$ cat src/sv/irr_pkg.sv
// ----------------------------------------------------------------------------
// irr_pkg
// Shared constants and types for the in-flight request ring.
// ----------------------------------------------------------------------------
package irr_pkg;

   localparam int SLOTS  = 16;
   localparam int SLOT_W = $clog2(SLOTS);
   localparam int FUNC_W = 2;
   localparam int ID_W   = 64;
   localparam int TAG_W  = 64;

   // operation codes
   localparam logic [FUNC_W-1:0] FUNC_PUSH = 2'd0;
   localparam logic [FUNC_W-1:0] FUNC_POP  = 2'd1;
   localparam logic [FUNC_W-1:0] FUNC_DUMP = 2'd2;

   typedef enum logic [2:0] {
      ST_IDLE,
      ST_DECODE,
      ST_POP_CLR,
      ST_DUMP_SCAN,
      ST_DUMP_LOAD,
      ST_DUMP_NONE
   } state_type;

   // controller -> datapath
   typedef struct packed {
      logic latch;
      logic push;
      logic pop_cmp;
      logic pop_clr;
      logic dump_init;
      logic dump_read;
      logic load_entry;
      logic load_none;
      logic cursor_step;
   } ctrl_type;

   // datapath -> controller
   typedef struct packed {
      logic [FUNC_W-1:0] func;
      logic              occ_any;
      logic              hit;
      logic              rd_last;
      logic              out_free;
   } stat_type;

endpackage

$ cat src/sv/irr_ctrl.sv
// ----------------------------------------------------------------------------
// irr_ctrl
// Sequencer: decodes one item at a time and steps the datapath through
// push, pop (compare then clear) and the dump walk.
// ----------------------------------------------------------------------------
module irr_ctrl import irr_pkg::*; (
   input  logic     clock,
   input  logic     reset,
   input  logic     req_valid,
   output logic     req_ready,
   input  stat_type stat,
   output ctrl_type ctrl
);

   state_type state_ff;
   state_type state_in;

   always_ff @(posedge clock) begin
      if (reset) begin
         state_ff <= ST_IDLE;
      end else begin
         state_ff <= state_in;
      end
   end

   // next state
   always_comb begin
      state_in = state_ff;
      case (state_ff)
         ST_IDLE: begin
            if (req_valid) begin
               state_in = ST_DECODE;
            end
         end
         ST_DECODE: begin
            case (stat.func)
               FUNC_POP:  state_in = ST_POP_CLR;
               FUNC_DUMP: state_in = stat.occ_any ? ST_DUMP_SCAN : ST_DUMP_NONE;
               default:   state_in = ST_IDLE;
            endcase
         end
         ST_POP_CLR: begin
            state_in = ST_IDLE;
         end
         ST_DUMP_SCAN: begin
            if (stat.hit) begin
               state_in = ST_DUMP_LOAD;
            end
         end
         ST_DUMP_LOAD: begin
            if (stat.out_free) begin
               state_in = stat.rd_last ? ST_IDLE : ST_DUMP_SCAN;
            end
         end
         ST_DUMP_NONE: begin
            if (stat.out_free) begin
               state_in = ST_IDLE;
            end
         end
         default: begin
            state_in = ST_IDLE;
         end
      endcase
   end

   // outputs
   always_comb begin
      ctrl      = '0;
      req_ready = 1'b0;
      case (state_ff)
         ST_IDLE: begin
            req_ready  = 1'b1;
            ctrl.latch = req_valid;
         end
         ST_DECODE: begin
            ctrl.push      = (stat.func == FUNC_PUSH);
            ctrl.pop_cmp   = (stat.func == FUNC_POP);
            ctrl.dump_init = (stat.func == FUNC_DUMP);
         end
         ST_POP_CLR: begin
            ctrl.pop_clr = 1'b1;
         end
         ST_DUMP_SCAN: begin
            ctrl.dump_read   = stat.hit;
            ctrl.cursor_step = !stat.hit;
         end
         ST_DUMP_LOAD: begin
            ctrl.load_entry  = stat.out_free;
            ctrl.cursor_step = stat.out_free;
         end
         ST_DUMP_NONE: begin
            ctrl.load_none = stat.out_free;
         end
         default: begin
            ctrl = '0;
         end
      endcase
   end

endmodule

$ cat config.mk
export PLATFORM = sky130hd
export DESIGN_NAME = irr_ctrl
export DESIGN_NICKNAME = d
export VERILOG_FILES = /design/src/sv/irr_pkg.sv /design/src/sv/irr_ctrl.sv
export SDC_FILE = /design/constraint.sdc
export NUM_CORES = 1
export LEC_CHECK = 0
export BUFFER_PORTS_ARGS = -buffer_cell sky130_fd_sc_hd__buf_2
export CAP_MARGIN = 20
export CORE_AREA = 4 4 41 43
export CTS_CLUSTER_DIAMETER = 100
export DETAILED_ROUTE_END_ITERATION = 7
export DIE_AREA = 0 0 45 47
export GPL_ROUTABILITY_DRIVEN = 0
export GPL_TIMING_DRIVEN = 0
export HOLD_SLACK_MARGIN = 0.12
export PLACE_DENSITY_LB_ADDON = 0.25
export SLEW_MARGIN = 30
export SYNTH_ARGS = -nofsm -noshare
export SYNTH_HDL_FRONTEND = slang
export SYNTH_SLANG_ARGS = --single-unit
export TNS_END_PERCENT = 20
$ cat constraint.sdc
create_clock -name clock -period 1.4 [get_ports clock]
set_input_delay 0.07 -clock clock [delete_from_list [all_inputs] [get_ports clock]]
set_output_delay 0.07 -clock clock [all_outputs]
set_load 0.01 [all_outputs]
After elaboration in Yosys (flattened, before gate mapping)
Index checks and enable logic that the tools add are counted.
- flip-flop bits (word level): 3
- output and inout bits: 10
- logic and storage cells: 33
- equality and inequality tests: 11
- reductions and logical operators: 4
- multiplexer cells: 17
- operator list (kind ; count):
    $mux W3 ; 5
    $pmux W3 S5 ; 1
    $ne A2 B2 Y1 const B ; 4
    $mux W1 ; 7
    $eq A3 B2 Y1 const B ; 2
    $eq A3 B3 Y1 const B ; 2
    $pmux W3 S2 ; 1
    $mux W2 ; 2
    $reduce_and A4 Y1 ; 1
    $eq A3 B1 Y1 const B ; 1
    $logic_not A3 Y1 ; 1
    $eq A2 B1 Y1 const B ; 1
    $eq A2 B2 Y1 const B ; 1
    $logic_not A2 Y1 ; 1
    $pmux W1 S2 ; 1
    $logic_not A1 Y1 ; 1

Logic depth before layout (Yosys ltp)
- depth in word-level cells: 3
- gate-level depth with buffers: 5
- mapped depth without buffers: 5

Worst setup path before layout
OpenSTA, ideal clock, no wires.
- kind: reg-to-reg
- start: register state_ff[0]
- end: register state_ff[0]
- clock period less this slack: 1221 ps
- cell stages (with the launch flop): 4
- arrival: 1104 ps
- data required time: 1283 ps
- setup time: 117 ps
- path slack: 179 ps
- cell sequence: dfxtp_1 > and4bb_1 > a211o_1 > a32o_1
- cells in the longest elaborated chain, start to end: 3
- elaborated cells between the ends (all ways): 11
- those cells by class: eq/ne (8); mux (1); reduce/logical (2)
- ends and longest elaborated chain (item ; RTL line ; source):
    from (decl) ; irr_ctrl.sv:15 ; state_type state_ff;
    from (signal assigned) ; irr_ctrl.sv:22 ; state_ff <= state_in;
    $eq A3 B2 Y1 (tied with other cells) ; irr_ctrl.sv:29 ; case (state_ff)
    $ne A2 B2 Y1 (no line) ; n/a ;
    $reduce_and A4 Y1 (no line) ; n/a ;
Parallel ways exist; a longest one is shown, timed or not.
A chain may end at the register's enable or synchronous reset.

Worst setup path in the final report
- start: register state_ff[2]
- end: register state_ff[2]
The elaborated chain is that of the path after synthesis.

==> impl_table.tex <==
\begin{tabular}{lr}
\hline
Metric & Value \\
\hline
\multicolumn{2}{l}{\textbf{STA}} \\
\quad Share of the clock period used by the worst path after layout & 93.3\% \\
\quad Fin Setup TNS & 0 ns \\
\quad Count of pins over their slew limit & 0 \\
\quad Worst Hold Margin & 0.213 ns \\
\quad Worst slew margin relative to its limit & 82.1\% \\
\quad Finish-stage setup viols & 0 \\
\quad Actual transition at the worst max-transition pin & 0.268 ns \\
\quad Number of hold violations in the final report & 0 \\
\quad Setup repair after global routing missed its margin & false \\
\quad Achievable frequency & 0.765 GHz \\
\quad Setup Skew & 0.00178 ns \\
\quad Final critical-path required period & 1.31 ns \\
\quad Minimum setup slack in the final design & 0.0936 ns \\
\multicolumn{2}{l}{\textbf{Die}} \\
\quad Area of the placeable core & 1300 um\^{}2 \\
\quad Die Y & 47 um \\
\quad Total number of placement rows & 13 \\
\quad Number of top-level design ports & 19 \\
\quad Die width & 45 um \\
\quad Initial core utilization & 30.6\% \\
\quad Die area & 2120 um\^{}2 \\
\multicolumn{2}{l}{\textbf{Clock network}} \\
\quad Buffer depth of the longest clock path & 2 \\
\quad Clock Latency Late Sink & 0.23 ns \\
\quad Clock tree from TritonCTS & built \\
\quad Clock Sinks & 3 \\
\quad TritonCTS Buffers & 3 \\
\quad Depth of the CTS H-tree & 1 \\
\quad Clock transition at the registers of the reported paths & 0.04 ns \\
\quad CTS Root Cell & sky130\_fd\_sc\_hd\_\_clkbuf\_4 \\
\multicolumn{2}{l}{\textbf{Yosys}} \\
\quad Proportion of netlist area held by the largest area contributor & 15.1\% \\
\quad Post-synthesis instance total & 50 \\
\quad Count of unique library cells instantiated by Yosys & 27 \\
\quad Ys flop type & sky130\_fd\_sc\_hd\_\_dfxtp\_1 \\
\quad Synth Area per Inst & 7.96 um\^{}2 \\
\quad Synth area leader & sky130\_fd\_sc\_hd\_\_dfxtp\_1 \\
\quad Sequential area share after synthesis & 15.1\% \\
\quad Async S/R FF share, synth & 0\% \\
\quad Top post-synthesis cells by area & sky130\_fd\_sc\_hd\_\_dfxtp\_1, sky130\_fd\_sc\_hd\_\_ha\_1, sky130\_fd\_sc\_hd\_\_and3\_1 \\
\quad Number of warnings printed during yosys synthesis & 0 \\
\quad Number of nets produced by synthesis & 63 \\
\quad Total of flip-flops plus latches after synthesis & 3 \\
\quad Summed instance area of the synthesized netlist & 398 um\^{}2 \\
\quad EDFF count, synth & 0 \\
\quad Commonest cells post-synth & sky130\_fd\_sc\_hd\_\_nor2\_1, sky130\_fd\_sc\_hd\_\_and3\_1, sky130\_fd\_sc\_hd\_\_ha\_1 \\
\quad Cell with the most instances after synthesis & sky130\_fd\_sc\_hd\_\_nor2\_1 \\
\multicolumn{2}{l}{\textbf{Global routing}} \\
\quad Global-route wire length before repair & 1640 um \\
\quad Via count of the first global-routing pass & 407 \\
\quad Remaining global-route overflow & 0 \\
\quad Antenna violations before repair & 0 \\
\quad All-layer global routing usage & 10.0\% \\
\quad Maximum number of pins on one net before global-route repair & 11 \\
\multicolumn{2}{l}{\textbf{Routing}} \\
\quad DRT Pass-1 Iters & 3 \\
\quad Routed wire per std cell & 10.6 um \\
\quad Count of routing violations after the opening detailed-route iteration & 6 \\
\quad Drt drc & 0 \\
\quad Per-cell via count in the routed design & 4.91 \\
\quad Final Routed Wirelength & 931 um \\
\quad Antenna-violating nets left & 0 \\
\quad Vias & 432 \\
\multicolumn{2}{l}{\textbf{Placement}} \\
\quad Number of I/O port buffers & 18 \\
\quad Placement-stage worst setup slack & 0.100 ns \\
\quad Half-perimeter wire length of the detailed placement result & 763 um \\
\quad Cell Count Post-Placement & 83 \\
\multicolumn{2}{l}{\textbf{Cells and area}} \\
\quad Registers with the most flip-flops & state\_ff x3 \\
\quad Flip-flop count of the largest register after layout & 3 \\
\quad Final std cells w/o fill & 88 \\
\quad Top register by number of flip-flops & state\_ff \\
\quad N\_diodes & 0 \\
\quad Syn-to-layout area delta & 38.7\% \\
\quad Total number of nets in the final design & 87 \\
\quad Share of post-route cells with drive strength above 1 & 37.0\% \\
\multicolumn{2}{l}{\textbf{Critical path}} \\
\quad Slowest stage cell, crit path & sky130\_fd\_sc\_hd\_\_dfxtp\_1 \\
\quad Chain of cells forming the critical path & buf\_4 -> and3b\_1 -> a211o\_1 -> a32o\_1 \\
\quad Startpoint Class & register \\
\quad Critical path type & reg2reg \\
\quad Delay contributed by the slowest stage of the critical path & 0.33 ns \\
\quad Arrival time reported for the critical path endpoint & 1.42 ns \\
\quad Critical path's top delay family & compound AO/OA/AOI/OAI gates \\
\quad Top fanout value on the critical path & 10 \\
\quad Number of cells on the critical path & 4 \\
\quad Depth of the most critical reg-to-reg path & 4 \\
\quad Data required, critical path & 1.52 ns \\
\quad Number of buffers and inverters on the critical path & 1 \\
\quad Nature of the critical path endpoint & register \\
\multicolumn{2}{l}{\textbf{Power}} \\
\quad Leak Pwr & 0.301 nW \\
\quad Power Dens Cells & 680 nW/um\^{}2 \\
\quad Max IR drop VDD & 0.378 mV \\
\multicolumn{2}{l}{\textbf{Min path}} \\
\quad Hold-critical path depth & 3 \\
\quad Hold Crit Class & in2reg \\
\multicolumn{2}{l}{\textbf{Status}} \\
\quad Run status & completed \\
\multicolumn{2}{l}{\textbf{Flow run}} \\
\quad Number of maximum-capacitance violations & 0 \\
\hline
\end{tabular}
## kinds of logic after synthesis
logic type	count (synthesis)	synth area share, %
adder cells (fa/ha/maj)	4	12.6
buffers and inverters	6	8.80
AO/OA/AOI/OAI	11	23.6
flip-flops	3	15.1
AND/OR/NAND/NOR	26	39.9
## area by class of cell
| type | count | area (um^2) |
|---|---|---|
| plain buffers | 3 | 26.3 |
| clock buffers | 4 | 26.3 |
| fillers | 149 | 749 |
| inverters | 3 | 11.3 |
| multi-input cells | 41 | 308 |
| flip-flops and latches | 3 | 61.3 |
| well taps | 15 | 18.8 |
| repair buffers | 19 | 100 |
## path summary, 6_finish.rpt
path | startpoint | slack [ns] | endpoint
min reg2reg | state_ff[1] | 0.65 | state_ff[1]
max | state_ff[2] | 0.09 | state_ff[2]
min | stat[1] | 0.21 | state_ff[1]
max reg2reg | state_ff[2] | 0.09 | state_ff[2]
## worst reg2reg max path, stage by stage, from the launching register on
cell and delay [ns]:
sky130_fd_sc_hd__dfxtp_1 0.33, sky130_fd_sc_hd__buf_4 0.16, sky130_fd_sc_hd__and3b_1 0.18, sky130_fd_sc_hd__a211o_1 0.30, sky130_fd_sc_hd__a32o_1 0.22
## metrics by stage
stage               utilization, %  area (um^2)  total power [mW]
finish                        42.4          552             0.375
global route                  42.4          552             0.406
CTS                           41.7          543             0.379
detailed placement            38.9          507             0.222
global placement              38.9          507             0.222
floorplan                        -          398             0.177
## what timing repair did
item	4_1_cts	5_1_grt
hold buffers	1	0
endpoints found under the setup margin	0	3
endpoints found under the hold margin	1	0
resized for setup	0	3
setup buffers	0	0
## placed cells by master (no fill, tap or decap), types with 3 or more instances in the layout
cell	count
sky130_fd_sc_hd__nand2b_1	3
sky130_fd_sc_hd__nor2b_1	3
sky130_fd_sc_hd__and3_1	4
sky130_fd_sc_hd__nor2_1	6
sky130_fd_sc_hd__ha_1	4
sky130_fd_sc_hd__buf_2	18
sky130_fd_sc_hd__clkbuf_4	4
sky130_fd_sc_hd__inv_1	3
## power by group
part	switching, mW	total (mW)	internal, mW
Clock	0.0416	0.148	0.107
Combinational	0.0628	0.126	0.0632
Sequential	0.00842	0.101	0.0924
## routing by layer
| layer | wire length [um] | part of all wire, % | track usage (%) |
|---|---|---|---|
| met5 | 0 | 0 | 0 |
| met2 | 435 | 47 | 17.8 |
| met3 | 47 | 5.0 | 2.30 |
| met1 | 447 | 48 | 12.5 |
| met4 | 0 | 0 | 1.75 |
Note: power is estimated with default switching activity, not from simulation.
