<file path="src/sv/irr_pkg.sv">
// ----------------------------------------------------------------------------
// irr_pkg
// Shared constants and types for the in-flight request ring.
// ----------------------------------------------------------------------------
package irr_pkg;

   localparam int SLOTS  = 16;
   localparam int SLOT_W = $clog2(SLOTS);
   localparam int FUNC_W = 2;
   localparam int ID_W   = 64;
   localparam int TAG_W  = 64;

   // operation codes
   localparam logic [FUNC_W-1:0] FUNC_PUSH = 2'd0;
   localparam logic [FUNC_W-1:0] FUNC_POP  = 2'd1;
   localparam logic [FUNC_W-1:0] FUNC_DUMP = 2'd2;

   typedef enum logic [2:0] {
      ST_IDLE,
      ST_DECODE,
      ST_POP_CLR,
      ST_DUMP_SCAN,
      ST_DUMP_LOAD,
      ST_DUMP_NONE
   } state_type;

   // controller -> datapath
   typedef struct packed {
      logic latch;
      logic push;
      logic pop_cmp;
      logic pop_clr;
      logic dump_init;
      logic dump_read;
      logic load_entry;
      logic load_none;
      logic cursor_step;
   } ctrl_type;

   // datapath -> controller
   typedef struct packed {
      logic [FUNC_W-1:0] func;
      logic              occ_any;
      logic              hit;
      logic              rd_last;
      logic              out_free;
   } stat_type;

endpackage

</file>
<file path="src/sv/irr_dpath.sv">
// ----------------------------------------------------------------------------
// irr_dpath
// Slot storage, pop match, dump cursor and the result register.
// ----------------------------------------------------------------------------
module irr_dpath import irr_pkg::*; (
   input  logic              clock,
   input  logic              reset,
   input  ctrl_type          ctrl,
   output stat_type          stat,
   input  logic [FUNC_W-1:0] req_func,
   input  logic [ID_W-1:0]   req_txn_id,
   input  logic [TAG_W-1:0]  req_method_tag,
   input  logic              rsp_ready,
   output logic              rsp_valid,
   output logic              rsp_entry_valid,
   output logic [ID_W-1:0]   rsp_entry_id,
   output logic [TAG_W-1:0]  rsp_entry_method,
   output logic              rsp_last
);

   // latched item
   logic [FUNC_W-1:0] func_ff;
   logic [ID_W-1:0]   key_ff;
   logic [TAG_W-1:0]  tag_ff;

   // slot state; ids in flops for the parallel pop compare
   logic [ID_W-1:0]   ids_ff [SLOTS];
   logic [TAG_W-1:0]  method_mem [SLOTS];
   logic [SLOTS-1:0]  occ_ff, occ_in;
   logic [SLOT_W-1:0] widx_ff, widx_in;

   // pop and dump working registers
   logic [SLOTS-1:0]  match_ff, match_in;
   logic [SLOTS-1:0]  pending_ff, pending_in;
   logic [SLOT_W-1:0] cursor_ff, cursor_in;
   logic [ID_W-1:0]   rd_id_ff;
   logic [TAG_W-1:0]  rd_method_ff;
   logic              rd_last_ff;

   // result register
   logic              out_valid_ff, out_valid_in;
   logic              out_entry_ff;
   logic [ID_W-1:0]   out_id_ff;
   logic [TAG_W-1:0]  out_method_ff;
   logic              out_last_ff;

   logic [SLOTS-1:0]  cur_bit;
   logic [SLOTS-1:0]  low_match;
   logic [SLOTS-1:0]  widx_bit;
   logic [SLOT_W-1:0] cursor_prev;
   logic [SLOT_W-1:0] widx_prev;
   logic              out_free;

   assign cur_bit   = {{(SLOTS-1){1'b0}}, 1'b1} << cursor_ff;
   assign widx_bit  = {{(SLOTS-1){1'b0}}, 1'b1} << widx_ff;
   assign low_match = match_ff & (~match_ff + 1'b1);
   assign out_free  = !out_valid_ff || rsp_ready;

   assign cursor_prev = (cursor_ff == '0) ? SLOT_W'(SLOTS - 1) : cursor_ff - 1'b1;
   assign widx_prev   = (widx_ff == '0) ? SLOT_W'(SLOTS - 1) : widx_ff - 1'b1;

   always_comb begin
      for (int i = 0; i < SLOTS; i++) begin
         match_in[i] = occ_ff[i] && (ids_ff[i] == key_ff);
      end
   end

   always_comb begin
      occ_in     = occ_ff;
      widx_in    = widx_ff;
      pending_in = pending_ff;
      cursor_in  = cursor_ff;
      if (ctrl.push) begin
         occ_in  = occ_ff | widx_bit;
         widx_in = (widx_ff == SLOT_W'(SLOTS - 1)) ? '0 : widx_ff + 1'b1;
      end
      if (ctrl.pop_clr) begin
         occ_in = occ_ff & ~low_match;
      end
      if (ctrl.dump_init) begin
         pending_in = occ_ff;
         cursor_in  = widx_prev;
      end
      if (ctrl.dump_read) begin
         pending_in = pending_ff & ~cur_bit;
      end
      if (ctrl.cursor_step) begin
         cursor_in = cursor_prev;
      end
   end

   always_comb begin
      out_valid_in = out_valid_ff;
      if (ctrl.load_entry || ctrl.load_none) begin
         out_valid_in = 1'b1;
      end else if (rsp_ready) begin
         out_valid_in = 1'b0;
      end
   end

   always_ff @(posedge clock) begin
      if (reset) begin
         occ_ff       <= '0;
         widx_ff      <= '0;
         pending_ff   <= '0;
         cursor_ff    <= '0;
         out_valid_ff <= 1'b0;
      end else begin
         occ_ff       <= occ_in;
         widx_ff      <= widx_in;
         pending_ff   <= pending_in;
         cursor_ff    <= cursor_in;
         out_valid_ff <= out_valid_in;
      end
   end

   // payload registers
   always_ff @(posedge clock) begin
      if (ctrl.latch) begin
         func_ff <= req_func;
         key_ff  <= (req_txn_id == '0) ? ID_W'(1) : req_txn_id;
         tag_ff  <= req_method_tag;
      end
      if (ctrl.pop_cmp) begin
         match_ff <= match_in;
      end
      if (ctrl.push) begin
         ids_ff[widx_ff] <= key_ff;
      end
      if (ctrl.dump_read) begin
         rd_id_ff   <= ids_ff[cursor_ff];
         rd_last_ff <= ((pending_ff & ~cur_bit) == '0);
      end
      if (ctrl.load_entry) begin
         out_entry_ff  <= 1'b1;
         out_id_ff     <= rd_id_ff;
         out_method_ff <= rd_method_ff;
         out_last_ff   <= rd_last_ff;
      end else if (ctrl.load_none) begin
         out_entry_ff  <= 1'b0;
         out_id_ff     <= '0;
         out_method_ff <= '0;
         out_last_ff   <= 1'b1;
      end
   end

   // method tag memory: one write port, one registered read port
   always_ff @(posedge clock) begin
      if (ctrl.push) begin
         method_mem[widx_ff] <= tag_ff;
      end
      if (ctrl.dump_read) begin
         rd_method_ff <= method_mem[cursor_ff];
      end
   end

   assign stat.func     = func_ff;
   assign stat.occ_any  = |occ_ff;
   assign stat.hit      = |(pending_ff & cur_bit);
   assign stat.rd_last  = rd_last_ff;
   assign stat.out_free = out_free;

   assign rsp_valid        = out_valid_ff;
   assign rsp_entry_valid  = out_entry_ff;
   assign rsp_entry_id     = out_id_ff;
   assign rsp_entry_method = out_method_ff;
   assign rsp_last         = out_last_ff;

   // a push always leaves its slot occupied
   a_push_occ: assert property (@(posedge clock) disable iff (reset)
      ctrl.push |=> occ_ff[$past(widx_ff)])
      else $error("pushed slot not marked occupied");

   // a pop frees at most one slot and never fills one
   a_pop_one: assert property (@(posedge clock) disable iff (reset)
      ctrl.pop_clr |=> ($countones($past(occ_ff) & ~occ_ff) <= 1)
                       && (($past(occ_ff) | occ_ff) == $past(occ_ff)))
      else $error("pop changed more than one slot");

   // the dump only reads slots still pending
   a_read_pending: assert property (@(posedge clock) disable iff (reset)
      ctrl.dump_read |-> occ_ff[cursor_ff] && pending_ff[cursor_ff])
      else $error("dump read an empty slot");

   // a result is only loaded into a free register
   a_load_free: assert property (@(posedge clock) disable iff (reset)
      (ctrl.load_entry || ctrl.load_none) |-> out_free)
      else $error("result register overwritten");

endmodule

</file>
<file path="config.mk">
export PLATFORM = sky130hd
export DESIGN_NAME = irr_dpath
export DESIGN_NICKNAME = d
export VERILOG_FILES = /design/src/sv/irr_pkg.sv /design/src/sv/irr_dpath.sv
export SDC_FILE = /design/constraint.sdc
export NUM_CORES = 2
export LEC_CHECK = 0
export ABC_AREA = 1
export ABC_CLOCK_PERIOD_IN_PS = 37000
export BUFFER_PORTS_ARGS = -buffer_cell sky130_fd_sc_hd__clkbuf_2
export CORE_ASPECT_RATIO = 2
export CORE_UTILIZATION = 25
export DETAILED_ROUTE_END_ITERATION = 16
export GPL_ROUTABILITY_DRIVEN = 1
export PLACE_DENSITY = 0.35
export SLEW_MARGIN = 10
export SYNTH_ARGS = -nofsm -noshare
export SYNTH_HDL_FRONTEND = slang
export SYNTH_SLANG_ARGS = --single-unit
</file>
<file path="constraint.sdc">
create_clock -name clock -period 37 [get_ports clock]
set_input_delay 9.25 -clock clock [delete_from_list [all_inputs] [get_ports clock]]
set_output_delay 9.25 -clock clock [all_outputs]
set_load 0.02 [all_outputs]
</file>
==> Word level (Yosys, flattened, before mapping) <==
Memory sizes are Yosys's and may differ from the RTL's. A register that Yosys moved wholly into a read port is not among the register bits.
Cells that the tools add are included.
{ "totals": {"register_bits": 318, "ram_bits": 2048, "inputBits": 142, "out_inout_bits": 137, "word_cells": 95, "memories": 2} }
{ "mem_list": {"columns": ["memory", "depth", "word_bits", "rd", "rd_clocked_by_memory_dff", "write_ports", "line", "rtl"], "rows": [
  ["ids_ff", 16, 64, 17, 1, 1, "irr_dpath.sv:27", "logic [ID_W-1:0] ids_ff [SLOTS];"],
  ["method_mem", 16, 64, 1, 1, 1, "irr_dpath.sv:28", "logic [TAG_W-1:0] method_mem [SLOTS];"]
]} }
{ "classes": {"n_addsub": 4, "n_eq_ne": 17, "shift": 2, "muxes": 18, "n_bitwise": 8, "reduce_logical": 30} }
{ "ops": {"columns": ["cell", "count"], "rows": [
  ["64-bit equality test", 16],
  ["64-bit 2-to-1 mux", 3],
  ["16-bit bitwise AND", 4],
  ["64-bit logical NOT", 1],
  ["16-bit 2-to-1 mux", 4],
  ["16-bit NOT", 3],
  ["16-bit OR reduction", 2],
  ["1-bit by 4-bit << shifter with 16-bit output, first input constant", 2],
  ["4-bit 2-to-1 mux", 5],
  ["16-bit by 1-bit adder with 16-bit output, second input constant", 1],
  ["1-bit logical AND", 16],
  ["16-bit logical NOT", 1],
  ["16-bit OR", 1],
  ["2-bit nonzero test", 5],
  ["4-bit logical NOT", 2],
  ["4-bit by 1-bit subtractor with 4-bit output, second input constant", 2],
  ["1-bit 2-to-1 mux", 6],
  ["4-bit by 1-bit adder with 4-bit output, second input constant", 1],
  ["4-bit equality test, second input constant", 1],
  ["1-bit logical OR", 2],
  ["1-bit logical NOT", 1]
]} }

==> Longest topological paths before layout <==
{ "logic_depth": {"depth_word": 6, "depth_mapped": 12, "mapped_depth_nobuf": 10} }

==> Worst setup path before layout <==
Ideal clock, no wire load.
{ "synth_path": {"kind": "input port to flip-flop", "startpoint": "input ctrl[7] (netlist bit)", "endpoint": "memory ids_ff[3][0], enable pin", "setup_time_ns": 0.772, "arrival_time_ns": 18.310, "required_time_ns": 36.228, "slack_ns": 17.917, "path_stages": 4, "n_path_buf": 0, "cell_sequence": "inv_1 > nor2_1 > clkinv_1 > nor3_1"} }
{ "synth_between": {"elab_chain_cells": 2} }
{ "synth_rtl": {"columns": ["element", "line", "rtl"], "rows": [
  ["start, declared", "irr_dpath.sv:8", "input ctrl_type ctrl,"],
  ["1-bit 2-to-1 mux", "irr_dpath.sv:127", "if (ctrl.push) begin"],
  ["1-bit 2-to-1 mux (not written as such)", "irr_dpath.sv:128", "ids_ff[widx_ff] <= key_ff;"],
  ["end, declared", "irr_dpath.sv:27", null]
]} }
No other way between the ends.

==> flow_summary.json <==
{
  "status": "finished, final reports clean",
  "yosysWarnings": 0,
  "final_util_pct": 29.1,
  "max_freq_ghz": 0.0528,
  "gp_congestion": 1.02,
  "cts_root_buf": "clkbuf_16",
  "cp_slowest_cell": "clkbuf_2",
  "crit_family": "buffers and inverters",
  "nets": 10600,
  "tns_ns": 0,
  "dpl_cell_area_um2": 120000,
  "wl_per_cell_um": 35.4,
  "leakage_nw": 45.8,
  "final_hold_viol_count": 0,
  "chipHeight_um": 945,
  "drc": 0,
  "dieArea_um2": 447000,
  "globalRouteTotalUtil_pct": 26.0,
  "vias": 83100,
  "io_buffers": 278,
  "critPathRequiredTime_ns": 27.75,
  "hold_ws_ns": 0.451,
  "mostFrequentLayoutCell": "edfxtp_1",
  "synth_area_leaders": "edfxtp_1 (66%), nand2_1 (6.4%), o21ai_0 (4.9%)",
  "vdd_ir_drop_max_uv": 38.7,
  "rsz0062_at_grt": "false",
  "grt_pass1_vias": 82400,
  "grt_pass1_wl_mm": 780,
  "synth_top_area_share_pct": 66.3,
  "hold_buffers": 0,
  "end_kind": "output pin",
  "cts_made_buffers": 270,
  "ys_ff_latch": 2494,
  "cpMostUsedCell": "clkbuf_2",
  "wl_mm": 593,
  "cts_buffer_depth": 4,
  "crit_buf_inv": 3,
  "postLayoutCellArea_um2": 129000,
  "crit_fanout": 2,
  "clk_pin_slew_ns": 0.06,
  "grt_overflow": 0,
  "worstSetupStartpointType": "input pin",
  "syn-num-nets": 10400,
  "drive_gt1_share_pct": 9.54,
  "yosys.cell_types.count": 40,
  "cp_slowest_stage_delay_ns": 0.16,
  "setup_viol": 0,
  "path_class": "in -> out",
  "htree_levels": 5,
  "cts_setup_buffers": 0,
  "hpwl_mm": 413,
  "final.fill_count": 46500,
  "io_pins": 279,
  "drtPass1Iterations": 6,
  "drt_first_iter_violations": 8044,
  "drv_cap": 0,
  "postSynthCellCount": 10300,
  "worstMarginPinSlew_ns": 1.37,
  "post-route-period-util_pct": 51.2,
  "area_growth_pct": 15.9,
  "fp.coreArea_um2": 443000,
  "yosys.area.top_type": "edfxtp_1",
  "chipWidth_um": 473,
  "via_per_inst": 4.96,
  "start_util_pct": 25.1,
  "syn-cell-area_um2": 111000,
  "synth.avg_cell_area_um2": 10.8,
  "power_density_nw_per_um2": 55.6,
  "ctsResizeCount": 0,
  "fin_crit_ns": 18.94,
  "rows": 346,
  "detail-route-antenna-nets": 0,
  "ys_seq_area_share_pct": 67.0,
  "crit_arrival_ns": 9.69,
  "finalClockSkew_ns": 0.0461,
  "clock_latency_ns": 0.93,
  "grt_max_degree": 197,
  "cts_sinks": 2494,
  "slew_headroom_pct": 8.42,
  "hp-class": "reg -> reg",
  "grt_antenna_before_repair": 52,
  "final_max_slew_viol_count": 0,
  "cts_tree": "built",
  "final_cell_mix": "edfxtp_1 (2,452), nand2_1 (1,898), nor2_1 (1,297), o21ai_0 (1,073), inv_1 (830)",
  "path_cells": "clkbuf_2, inv_1, nand2_1, clkbuf_2"
}
routing by layer:
layer	up-vias	track usage, %	share of wire (%)
li1	36300	-	-
met1	42300	25.5	33
met2	3243	46.2	51
met3	1277	3.30	4.2
met4	26	26.6	12
met5	-	0	0.029
synthesized netlist by cell type, drive strengths merged:
library cell     n
a211oi           3
a21boi           5
a21oi          290
a311oi           2
a31oi           17
a41oi            2
buf            328
clkbuf         345
clkinv          15
dfxtp           42
edfxtp        2452
ha              12
inv            838
nand2         1899
nand3          297
nand3b           4
nand4           90
nor2          1318
nor3            21
nor3b            4
nor4            15
o2111ai          3
o211ai         213
o21a             1
o21ai         1277
o221a            1
o221ai         101
o22ai          331
o31ai            1
or2              6
xnor2          312
xor2            48
where the power goes:
part	switching, mW	leakage (nW)	internal [mW]	total, mW
clock network	1.23	4.20	1.57	2.80
registers	0.0797	23.0	3.23	3.31
logic	0.836	18.6	0.221	1.06
total	2.15	45.8	5.02	7.17
metrics by stage:
stage / worst slack [ns] / cells / power [mW]
after detailed placement: 18.04 / 16100 / 4.40
after global placement: 18.02 / 16100 / 4.41
final: 18.06 / 16800 / 7.17
after CTS: 18.04 / 16600 / 7.22
after global routing: 18.04 / 16700 / 7.36
after floorplan: 17.92 / 10300 / 3.81
cell families (layout without fill, tap and decap cells):
family	after synthesis	after routing	synth area share, %
compound gates	2247	2247	11.4
flops	2494	2494	67.0
simple gates	3654	3654	13.0
xor+xnor	360	360	2.84
fa+ha+maj	12	12	0.135
buf+inv	1526	1907	5.66
other cells	0	174	0
tightest hold or removal path, delay by kind of cell, from the launching register on:
kind             cells  cell delay [ns]
DFF                  1             0.31
and+or+nand+nor      2             0.10
final cells by class:
class / count / area [um2] / share of cell area, %
antenna: 174 / 435 / 0.338
inverter: 853 / 3240 / 2.52
timing repair buffer: 582 / 3970 / 3.08
multi-input combinational: 6273 / 30700 / 23.8
clock buffer: 335 / 7310 / 5.67
clock inverter: 137 / 1280 / 0.998
sequential: 2494 / 74500 / 57.8
tap: 5916 / 7400 / 5.75
sequential cells by signal, indices dropped and copies added (netlist names):
signal and count:
match_ff 16, rsp_entry_valid 1, func_ff 2, occ_ff 16, rd_method_ff 64, method_mem 1024, ids_ff 1024, tag_ff 64
widx_ff 4, rd_id_ff 64, rsp_valid 1, pending_ff 16, rsp_entry_id 64, rsp_entry_method 64, rsp_last 1, key_ff 64
cursor_ff 4, rd_last_ff 1
path summary, 6_finish.rpt:
path                                       from               to  slack [ns]  depth (start not counted)
worst max-delay path                  rsp_ready          stat[0]       18.06                          4
worst min-delay path            rsp_entry_valid  rsp_entry_valid        0.45                          2
worst max register to register     cursor_ff[0]     rd_id_ff[41]       30.37                          8
worst min register to register  rsp_entry_valid  rsp_entry_valid        0.45                          2
Power figures use the tool's default switching activity.
